### config.mk
export PLATFORM = sky130hd
export DESIGN_NAME = led_strip_frame_serializer
export DESIGN_NICKNAME = d
export VERILOG_FILES = /design/src/design/lss_pkg.sv /design/src/design/lss_frame_mem.sv /design/src/design/lss_ctrl.sv /design/src/design/led_strip_frame_serializer.sv
export SDC_FILE = /design/constraint.sdc
export NUM_CORES = 1
export LEC_CHECK = 0
export ABC_AREA = 0
export ABC_CLOCK_PERIOD_IN_PS = 9100
export BUFFER_PORTS_ARGS = -buffer_cell sky130_fd_sc_hd__buf_2
export CAP_MARGIN = 20
export CORE_MARGIN = 2
export CORE_UTILIZATION = 36
export DETAILED_ROUTE_END_ITERATION = 6
export GPL_ROUTABILITY_DRIVEN = 0
export GPL_TIMING_DRIVEN = 0
export PLACE_DENSITY_LB_ADDON = 0.3
export RECOVER_POWER = 50
export SLEW_MARGIN = 5
export SYNTH_ARGS = -nofsm -noshare
export SYNTH_HDL_FRONTEND = slang
export SYNTH_SLANG_ARGS = --single-unit
### constraint.sdc
create_clock -name clock -period 9.1 [get_ports clock]
set_input_delay 2.275 -clock clock [delete_from_list [all_inputs] [get_ports clock]]
set_output_delay 2.275 -clock clock [all_outputs]
set_load 0.005 [all_outputs]
### src/design/lss_pkg.sv
// lss_pkg: shared types and constants of the led strip frame serializer
// request kinds, color channel codes, store reset value and parameter defaults
// no dependencies
package lss_pkg;

   // request kinds carried in req_tuser
   typedef enum logic [1:0] {
      REQ_BEGIN    = 2'd0,
      REQ_SET      = 2'd1,
      REQ_COMPLETE = 2'd2,
      REQ_TICK     = 2'd3
   } req_kind_type;

   // color channel codes on the request side
   localparam logic [1:0] CH_RED   = 2'd0;
   localparam logic [1:0] CH_GREEN = 2'd1;
   localparam logic [1:0] CH_BLUE  = 2'd2;
   // no color, a set pixel with this code writes nothing
   localparam logic [1:0] CH_NONE  = 2'd3;

   // slot offsets inside a pixel, grb order
   localparam logic [1:0] SLOT_GREEN = 2'd0;
   localparam logic [1:0] SLOT_RED   = 2'd1;
   localparam logic [1:0] SLOT_BLUE  = 2'd2;

   localparam logic [7:0] STORE_RESET = 8'h80;
   localparam logic [7:0] LEVEL_MARK  = 8'h80;
   localparam logic [7:0] LATCH_BYTE  = 8'h00;

   // hard limit of bytes per transmit tick
   localparam int MaxOut = 8;

   localparam int DefPixels   = 64;
   localparam int DefLatchLen = 1;
   localparam int DefMaxBurst = 8;

   // control from the sequencer to the output register
   typedef struct packed {
      logic load;
      logic latch;
      logic run_last;
      logic frame_last;
   } out_load_type;

endpackage

### src/design/lss_frame_mem.sv
// lss_frame_mem: frame store, one write port and one read port
// read data is registered; depends on nothing
module lss_frame_mem #(
   parameter int DEPTH  = 192,
   parameter int ADDR_W = 8
) (
   input  logic              clock,
   input  logic              wr_en,
   input  logic [ADDR_W-1:0] wr_addr,
   input  logic [7:0]        wr_data,
   input  logic              rd_en,
   input  logic [ADDR_W-1:0] rd_addr,
   output logic [7:0]        rd_data
);

   logic [7:0] mem [DEPTH];
   logic [7:0] rd_data_ff;

   always_ff @(posedge clock) begin
      if (wr_en) begin
         mem[wr_addr] <= wr_data;
      end
   end

   always_ff @(posedge clock) begin
      if (rd_en) begin
         rd_data_ff <= mem[rd_addr];
      end
   end

   assign rd_data = rd_data_ff;

endmodule

### src/design/lss_ctrl.sv
// lss_ctrl: request decode and stream sequencer of the frame serializer
// clears the store after reset, writes pixels, walks the stream on ticks
// depends on lss_pkg
module lss_ctrl
   import lss_pkg::*;
#(
   parameter int PIXELS    = DefPixels,
   parameter int LATCH_LEN = DefLatchLen,
   parameter int MAX_BURST = DefMaxBurst,
   parameter int ADDR_W    = $clog2(3 * PIXELS)
) (
   input  logic               clock,
   input  logic               reset,
   input  logic               req_valid,
   output logic               req_ready,
   input  req_kind_type       req_kind,
   input  logic [15:0]        pixel_index,
   input  logic [1:0]         channel,
   input  logic [7:0]         level,
   input  logic [3:0]         tx_free,
   input  logic               out_busy,
   output out_load_type       out_load,
   output logic               wr_en,
   output logic [ADDR_W-1:0]  wr_addr,
   output logic [7:0]         wr_data,
   output logic               rd_en,
   output logic [ADDR_W-1:0]  rd_addr
);

   localparam int Slots     = 3 * PIXELS;
   localparam int StreamLen = Slots + LATCH_LEN;
   localparam int PosW      = $clog2(StreamLen + 1);
   localparam int PixW      = (PIXELS > 1) ? $clog2(PIXELS) : 1;
   localparam int BurstCap  = (MAX_BURST < MaxOut) ? MAX_BURST : MaxOut;

   typedef enum logic [1:0] {
      ST_CLEAR,
      ST_IDLE,
      ST_FETCH,
      ST_LOAD
   } state_type;

   state_type         state_ff, state_in;
   logic [ADDR_W-1:0] clr_ff, clr_in;
   logic [PosW-1:0]   pos_ff, pos_in;
   logic [3:0]        remain_ff, remain_in;
   logic              updating_ff, updating_in;

   logic [PixW-1:0]   pix;
   logic [1:0]        slot;
   logic [ADDR_W-1:0] slot_addr;
   logic [3:0]        want;
   logic              pos_in_store;
   logic              pos_at_end;
   logic              stream_open;

   assign pix       = pixel_index[PixW-1:0];
   assign slot_addr = ADDR_W'({pix, 1'b0}) + ADDR_W'(pix) + ADDR_W'(slot);
   assign want      = (tx_free > 4'(BurstCap)) ? 4'(BurstCap) : tx_free;

   assign pos_in_store = (pos_ff < PosW'(Slots));
   assign pos_at_end   = (pos_ff == PosW'(StreamLen - 1));
   assign stream_open  = (pos_ff < PosW'(StreamLen));

   always_comb begin
      case (channel)
         CH_RED:   slot = SLOT_RED;
         CH_GREEN: slot = SLOT_GREEN;
         default:  slot = SLOT_BLUE;
      endcase
   end

   always_comb begin
      state_in    = state_ff;
      clr_in      = clr_ff;
      pos_in      = pos_ff;
      remain_in   = remain_ff;
      updating_in = updating_ff;
      req_ready   = 1'b0;
      wr_en       = 1'b0;
      wr_addr     = slot_addr;
      wr_data     = LEVEL_MARK | {1'b0, level[7:1]};
      rd_en       = 1'b0;
      rd_addr     = pos_ff[ADDR_W-1:0];
      out_load    = '0;

      case (state_ff)
         ST_CLEAR: begin
            // sweep the store to its reset value, one entry per cycle
            wr_en   = 1'b1;
            wr_addr = clr_ff;
            wr_data = STORE_RESET;
            clr_in  = clr_ff + 1'b1;
            if (clr_ff == ADDR_W'(Slots - 1)) begin
               state_in = ST_IDLE;
            end
         end
         ST_IDLE: begin
            req_ready = 1'b1;
            if (req_valid) begin
               case (req_kind)
                  REQ_BEGIN: begin
                     updating_in = 1'b1;
                  end
                  REQ_SET: begin
                     wr_en = updating_ff && (pixel_index < 16'(PIXELS)) &&
                             (channel != CH_NONE);
                  end
                  REQ_COMPLETE: begin
                     updating_in = 1'b0;
                     pos_in      = '0;
                  end
                  REQ_TICK: begin
                     if (!updating_ff && want != 4'd0 && stream_open) begin
                        remain_in = want;
                        state_in  = ST_FETCH;
                     end
                  end
                  default: begin
                  end
               endcase
            end
         end
         ST_FETCH: begin
            rd_en    = pos_in_store;
            state_in = ST_LOAD;
         end
         ST_LOAD: begin
            // read data stays put until the output register frees up
            if (!out_busy) begin
               out_load.load       = 1'b1;
               out_load.latch      = !pos_in_store;
               out_load.frame_last = pos_at_end;
               out_load.run_last   = pos_at_end || (remain_ff == 4'd1);
               pos_in              = pos_ff + 1'b1;
               remain_in           = remain_ff - 1'b1;
               state_in            = out_load.run_last ? ST_IDLE : ST_FETCH;
            end
         end
         default: begin
            state_in = ST_IDLE;
         end
      endcase
   end

   always_ff @(posedge clock) begin
      if (reset) begin
         state_ff    <= ST_CLEAR;
         clr_ff      <= '0;
         pos_ff      <= '0;
         remain_ff   <= '0;
         updating_ff <= 1'b0;
      end else begin
         state_ff    <= state_in;
         clr_ff      <= clr_in;
         pos_ff      <= pos_in;
         remain_ff   <= remain_in;
         updating_ff <= updating_in;
      end
   end

   // stream position never runs past the last latch byte
   a_pos_bound: assert property (@(posedge clock) disable iff (reset)
      pos_ff <= PosW'(StreamLen))
      else $error("stream position beyond end of frame");

   // a burst in flight always has bytes left to send
   a_remain_live: assert property (@(posedge clock) disable iff (reset)
      (state_ff == ST_FETCH || state_ff == ST_LOAD) |-> remain_ff != 4'd0)
      else $error("burst active with no bytes left");

   // reads and writes of the store never share a cycle
   a_port_excl: assert property (@(posedge clock) disable iff (reset)
      !(wr_en && rd_en))
      else $error("store read and write in the same cycle");

   // a byte is only loaded while the stream is open and no update runs
   a_load_open: assert property (@(posedge clock) disable iff (reset)
      out_load.load |-> (stream_open && !updating_ff))
      else $error("byte loaded outside an open stream");

   // a fetch is always followed by the load state
   a_fetch_load: assert property (@(posedge clock) disable iff (reset)
      state_ff == ST_FETCH |=> state_ff == ST_LOAD)
      else $error("fetch not followed by load");

endmodule

### src/design/led_strip_frame_serializer.sv
// led_strip_frame_serializer: top level, grb frame store streamed as spi bytes
// request unpacking, sequencer, frame store and the output register
// depends on lss_pkg, lss_ctrl, lss_frame_mem
//
// usage: requests arrive on the req_ channel; req_tuser carries the kind
// (begin update, set pixel, complete update, transmit tick). set pixel writes
// 0x80 | level>>1 into the green, red or blue byte of a pixel while an update
// is open. a transmit tick outside an update sends up to tx_free bytes (at most
// MAX_BURST and 8) on the rsp_ channel: the frame store, then LATCH_LEN zero
// latch bytes. rsp_tlast marks the last byte of a tick, rsp_tuser the final
// latch byte of the frame. complete update rewinds the stream to byte zero.
// non-tick requests and ticks that send nothing leave the sequencer idle. a
// tick sending bytes holds the request side through the transfer cycle, then
// per byte one fetch (a registered read of the frame store for store bytes)
// and one load of the output register; its first byte is valid once the first
// load is done. the next request is taken while the last byte of a tick still
// waits in the output register. when rsp_tready is low the sequencer holds the
// fetched byte and waits. after reset the store is cleared to 0x80, one entry
// per cycle, with req_tready low until all 3*PIXELS entries are written.
module led_strip_frame_serializer
   import lss_pkg::*;
#(
   parameter int PIXELS    = DefPixels,
   parameter int LATCH_LEN = DefLatchLen,
   parameter int MAX_BURST = DefMaxBurst
) (
   input  logic        clock,
   input  logic        reset,
   input  logic        req_tvalid,
   output logic        req_tready,
   // [15:0] pixel_index, [17:16] channel, [25:18] level, [29:26] tx_free
   input  logic [31:0] req_tdata,
   // [1:0] req_type
   input  logic [1:0]  req_tuser,
   output logic        rsp_tvalid,
   input  logic        rsp_tready,
   // [7:0] tx_byte
   output logic [7:0]  rsp_tdata,
   output logic        rsp_tlast,
   // [0] frame_last
   output logic [0:0]  rsp_tuser
);

   localparam int Slots  = 3 * PIXELS;
   localparam int AddrW  = $clog2(Slots);

   out_load_type       out_load;
   logic               wr_en;
   logic [AddrW-1:0]   wr_addr;
   logic [7:0]         wr_data;
   logic               rd_en;
   logic [AddrW-1:0]   rd_addr;
   logic [7:0]         rd_data;
   logic               out_busy;

   logic               rsp_valid_ff, rsp_valid_in;
   logic [7:0]         rsp_byte_ff;
   logic               rsp_last_ff;
   logic               rsp_frame_ff;

   assign out_busy = rsp_valid_ff && !rsp_tready;

   lss_ctrl #(
      .PIXELS    (PIXELS),
      .LATCH_LEN (LATCH_LEN),
      .MAX_BURST (MAX_BURST),
      .ADDR_W    (AddrW)
   ) u_ctrl (
      .clock       (clock),
      .reset       (reset),
      .req_valid   (req_tvalid),
      .req_ready   (req_tready),
      .req_kind    (req_kind_type'(req_tuser)),
      .pixel_index (req_tdata[15:0]),
      .channel     (req_tdata[17:16]),
      .level       (req_tdata[25:18]),
      .tx_free     (req_tdata[29:26]),
      .out_busy    (out_busy),
      .out_load    (out_load),
      .wr_en       (wr_en),
      .wr_addr     (wr_addr),
      .wr_data     (wr_data),
      .rd_en       (rd_en),
      .rd_addr     (rd_addr)
   );

   lss_frame_mem #(
      .DEPTH  (Slots),
      .ADDR_W (AddrW)
   ) u_mem (
      .clock   (clock),
      .wr_en   (wr_en),
      .wr_addr (wr_addr),
      .wr_data (wr_data),
      .rd_en   (rd_en),
      .rd_addr (rd_addr),
      .rd_data (rd_data)
   );

   always_comb begin
      rsp_valid_in = rsp_valid_ff;
      if (out_load.load) begin
         rsp_valid_in = 1'b1;
      end else if (rsp_tready) begin
         rsp_valid_in = 1'b0;
      end
   end

   always_ff @(posedge clock) begin
      if (reset) begin
         rsp_valid_ff <= 1'b0;
      end else begin
         rsp_valid_ff <= rsp_valid_in;
      end
   end

   always_ff @(posedge clock) begin
      if (out_load.load) begin
         rsp_byte_ff  <= out_load.latch ? LATCH_BYTE : rd_data;
         rsp_last_ff  <= out_load.run_last;
         rsp_frame_ff <= out_load.frame_last;
      end
   end

   assign rsp_tvalid   = rsp_valid_ff;
   assign rsp_tdata    = rsp_byte_ff;
   assign rsp_tlast    = rsp_last_ff;
   assign rsp_tuser[0] = rsp_frame_ff;

endmodule
======== Word level (Yosys, flattened, before mapping) ========
Memories as Yosys holds them, arrays and structs flattened. A register that Yosys moved wholly into a read port is not among the register bits.
Index checks and enable logic that the tools add are counted.
cells by class
  bitwise logic cells ..................... 1
  reduce and logical (&&, ||, !) cells .... 21
  equal/unequal tests ..................... 17
  add/sub/neg operators ................... 5
  magnitude comparators ................... 4
  mux-type cells .......................... 32
operator list
  cell                 number
  $mux 8               4
  $mux 4               7
  $add 8x1->8 const B  2
  $eq 8x8->1 const B   2
  $lt 16x7->1 const B  1
  $lt 8x8->1 const B   2
  $pmux 8 s2           1
  $mux 2               6
  $reduce_and 5->1     2
  $add 7x6->8          1
  $add 8x2->8          1
  $eq 2x2->1 const B   4
  $mux 1               8
  $ne 2x2->1 const B   4
  $pmux 2 s4           1
  $pmux 4 s2           1
  $mux 7               1
  $eq 2x1->1 const B   3
  $logic_not 2->1      3
  $ne 2x1->1 const B   3
  $reduce_bool 2->1    3
  $logic_and 1x1->1    5
  $eq 4x1->1 const B   1
  $gt 4x4->1 const B   1
  other kinds (10)     13
storage, ports and cells
  output and inout bits ................... 12
  register bits after elaboration ......... 42
  memory bits (writable) .................. 1344
  logic and storage cells ................. 91
  input bits .............................. 38
  memories kept ........................... 1
memory list
  name       depth  width  rd ports  clocked after Yosys merged registers in  write ports  RTL line             source
  u_mem.mem  192    7      1         1                                        1            lss_frame_mem.sv:16  logic [7:0] mem [DEPTH];

======== Depth between registers and ports, before layout ========
  depth after elaboration ................. 9
  depth in mapped cells ................... 13
  gate-level depth less buffers ........... 11

======== By module ========
Synthesis repeated with hierarchy kept, for this count alone.
unflattened totals
  cell total of the unflattened synthesis .. 3057
  area total of the unflattened synthesis .. 62189.6 µm²
modules (own cells, without submodules)
  module                      sequential area each (µm²)  cells each  times used  area an instance (µm²)
  lss_frame_mem               46364.5                     2818        1           60010.1
  lss_ctrl                    460.4                       218         1           1785.5
  led_strip_frame_serializer  320.3                       21          1           394.1

======== Least setup slack after synthesis ========
OpenSTA, ideal clock, no wires.
  kind .................................... in2reg
  start point ............................. in req_tdata[17]
  end point ............................... mem u_mem.mem[124][0] in the netlist's numbering (enable)
  path buffers ............................ 3
  slack ................................... 3.490 ns
  arrival ................................. 5.251 ns
  data required time ...................... 8.740 ns
  library setup time ...................... 0.360 ns
  stages on the path ...................... 13
  cells stage by stage .................... clkbuf_1 > fa_1 > ha_1 > fa_1 > a21o_1 > a21oi_1 > nor2b_1 > o21ai_0 > a21o_1 > clkbuf_1 > nand3b_1 > clkbuf_1 > nor2_1
on the way
  word-level cells in the longest chain between the ends .. 7
  elaborated cells between the ends (all ways) .. 12
  those cells by class .................... add/sub (1); eq/ne (2); mux (7); reduce/logical (2)
ends and longest elaborated chain
  what                                                                 RTL line                          source
  start, declared                                                      led_strip_frame_serializer.sv:32  input logic [31:0] req_tdata,
  parallel branches: the longest is 7 deep, another holds $add 8x2->8  --
  end, declared                                                        lss_frame_mem.sv:16
Several ways; the timed one is not identified.

======== Final worst setup path ========
  start point ............................. reg u_ctrl.state_ff[1]
  end point ............................... mem u_mem.mem[50][0] in the netlist's numbering (data pin)
on the way
  word-level cells in the longest chain between the ends .. 2
ends and longest elaborated chain
  what                    RTL line         source
  start, declared         lss_ctrl.sv:43   state_type state_ff, state_in;
  start signal, assigned  lss_ctrl.sv:154  state_ff <= state_in;
  $logic_not 2->1         lss_ctrl.sv:87   case (state_ff)
  $mux 7                  lss_ctrl.sv:87
  via u_ctrl.wr_data[0]   lss_ctrl.sv:25   output logic [7:0] wr_data,
The timed path passes the listed nets, and every way through them passes these cells.

==> reports/summary.txt <==
P&R area growth vs syn -> 13.7%
Top-count cell post-synth -> edfxtp_1
Worst setup EP type -> register
Max-Cap Viols -> 15
Total gr overflow -> 0
Clk_lat worst skew -> 790 ps
Synthesis-stage register bit count -> 1,385
CTS max path bufs -> 3
# H-tree levels -> 4
Yosys warning count -> 0
Setup WS pre-CTS -> 2160 ps
Seq/Total Area, Yosys -> 75.8%
Vias -> 29,600
WL/cell -> 35.6 microns
Fraction of layout cells with a size suffix above 1 -> 23.2%
Site Rows -> 142
Hold_sp -> u_ctrl.remain_ff[3]
FF/Latch Area -> 41,300 sq um
Area of the mapped netlist -> 54,600 sq um
Worst Hold Slack -> 501 ps
Simple-gate share of the synthesized area -> 3.60%
Fmax -> 135 MHz
CTS hold repair buffers -> 0
Mean area per synthesized cell -> 20.4 sq um
Least-Margin Pin Slew -> 4470 ps
Multi-input logic area -> 12,400 sq um
Area share of fa/ha/maj cells after synthesis -> 0.463%
Vias in the first global route -> 28,400
Post-route setup slack -> 1690 ps
RSZ-0062 raised after global routing -> no
Total power -> 0.0147 W
Cell Pwr Density -> 238 nW/um^2
Failing checks -> capacitance limit, slew limit
Final worst-path cycle share -> 81.4%
CTS buffer count -> 142
Tmin final -> 7410 ps
Critical Path Start Type -> register
Area leader, netlist -> edfxtp_1
Die Ht -> 393 microns
Post-layout nets -> 2,942
Setup bufs post-CTS -> 0
Drt total wl -> 178 mm
R2R setup slack -> 1690 ps
Endpoints failing hold -> 0
Leading post-synthesis cells by instance count -> edfxtp_1 (1,361), mux4_2 (344), nor2_1 (241), mux2i_1 (84), nand2_1 (77)
VDD IR max -> 0.210 mV
Root Driver -> clkbuf_16
Number of synthesized flops with an enable pin -> 1,361
Final setup violation count -> 0
Critical setup path kind -> reg -> reg
Worst Path Required -> 9170 ps
CTS tree -> yes
Reg-to-Reg Start -> u_ctrl.state_ff[1]
Final HPWL from detailed placement -> 116 mm
Worst Hold Path EP -> u_ctrl.remain_ff[3]
Global-route usage over all layers -> 22.8%
Worst reg-to-reg path cell count -> 6
Worst hold path depth -> 2
Post-synth top area share -> 74.9%
Starting density of the core -> 36.3%
Top-level I/O count -> 50
Die area -> 155,000 sq um
Initial DRC count -> 5,039
Post-synth net total -> 2,728
Final core utilization -> 41.3%
Cell count after synthesis -> 2,671
Post-synthesis mux area share -> 15.8%
Setup TNS -> 0 ps
Initial antenna violation count -> 7
Asr flop ratio synth -> 0%
Largest net degree at the start of global routing -> 82
Largest family of logic cells by synthesized area -> multiplexers
Drt first pass iters -> 6
Post-CTS sizing -> 0
RR Endpoint -> u_mem.mem[50][0]
Area contributors post-synth -> edfxtp_1 (75%), mux4_2 (14%), nor2_1 (1.7%)
IO buf count -> 45
Hold Crit Class -> reg -> reg
Normalized max-slew margin -> -198%
Sink Count -> 1,385
Compound-cell area share of the yosys netlist -> 2.60%
Post-synth top flop -> edfxtp_1
Worst endpoint data arrival time -> 7480 ps
Skew final -> 31.2 ps
Post-Synth XOR/XNOR Area -> 0.241%
Clock transition at the registers of the reported paths -> 60 ps
Post-route DRC -> 0
Distinct cells, synth -> 61
DIE WIDTH -> 393 microns
Core area -> 150,000 sq um
Slew Viols, Final -> 882
Post-DR vias/cell -> 5.91
Status -> complete, but fails checks
Critical-path maximum fanout -> 79
First-pass GRT wire length -> 240 mm
Fillers -> 13,100
Leakage -> 19.0 nW
Routed Antenna Nets -> 0
## per-stage QoR
step           area [sq um]  cells
2_1_floorplan         54600   2671
3_3_place_gp          57300   4732
3_5_place_dp          57900   4757
4_1_cts               62200   5007
5_1_grt               62000   5007
6_report              62000   5009
## critical path: stages (launching register included)
cell	delay, ps
dfxtp_1	470
or2_2	240
clkbuf_1	390
clkbuf_1	570
and2_0	2200
buf_16	310
clkbuf_1	2370
## cell families after synthesis
logic type / count (synthesis)
DFF: 1385
buffers and inverters: 169
AOI/OAI and AO/OA: 208
xor gates and xnor gates: 15
muxes: 432
and+or+nand+nor: 443
adders and majority gates: 19
## worst max path at each step
stage                       start                 to  slack [ps]  cells past startpoint
4_1_cts             req_tdata[17]   u_mem.mem[58][4]        2970                     14
3_5_place_dp        req_tdata[17]   u_mem.mem[58][0]        2160                     14
5_1_grt        u_ctrl.state_ff[1]   u_mem.mem[50][0]        1410                      6
6_report       u_ctrl.state_ff[1]   u_mem.mem[50][0]        1690                      6
2_1_floorplan       req_tdata[17]  u_mem.mem[124][0]        3490                     13
3_3_place_gp        req_tdata[24]   u_mem.mem[50][5]         240                      2
## metal layers
metal,global-route usage [%],share of wire [%],vias up,wire (microns)
li1,-,-,11500,-
met3,6.02,11,352,19700
met1,31.1,39,15900,68900
met4,9.61,4.6,2,8230
met5,0,0.0073,-,13
met2,34.6,46,1932,81600
## cells in the final DEF (no fill, tap or decap), types with 42 or more instances in the layout
| cell | instances |
|---|---|
| mux2i_1 | 84 |
| nand2_1 | 77 |
| a21oi_1 | 42 |
| edfxtp_1 | 1361 |
| mux4_2 | 344 |
| clkbuf_16 | 146 |
| buf_2 | 93 |
| clkbuf_1 | 96 |
| nor2_1 | 241 |
## registers in the layout (all words and copies together) (netlist names)
register and count:
rsp_tlast 1, u_ctrl.rd_addr 8, rsp_tvalid 1, u_ctrl.state_ff 2
u_mem.mem 1344, u_ctrl.updating_ff 1, u_ctrl.remain_ff 4, u_mem.rd_data 7
u_ctrl.clr_ff 8, rsp_tuser 1, rsp_tdata 8
## layout make-up
class | count | area share [%]
Antenna cell | 2 | 0.00807
Buffer | 153 | 1.27
Clock buffer | 180 | 6.10
Clock inverter | 70 | 0.924
Inverter | 16 | 0.0968
Multi-Input combinational cell | 1117 | 20.0
Sequential cell | 1385 | 66.7
Tap cell | 2016 | 4.07
Timing Repair Buffer | 70 | 0.865
## where the power goes
part	internal, W	total (W)	switching, W
sequential	0.00761	0.00765	0.0000383
combinational	0.000275	0.00150	0.00123
clock	0.00312	0.00560	0.00248
(Power assumes the default switching activity.)
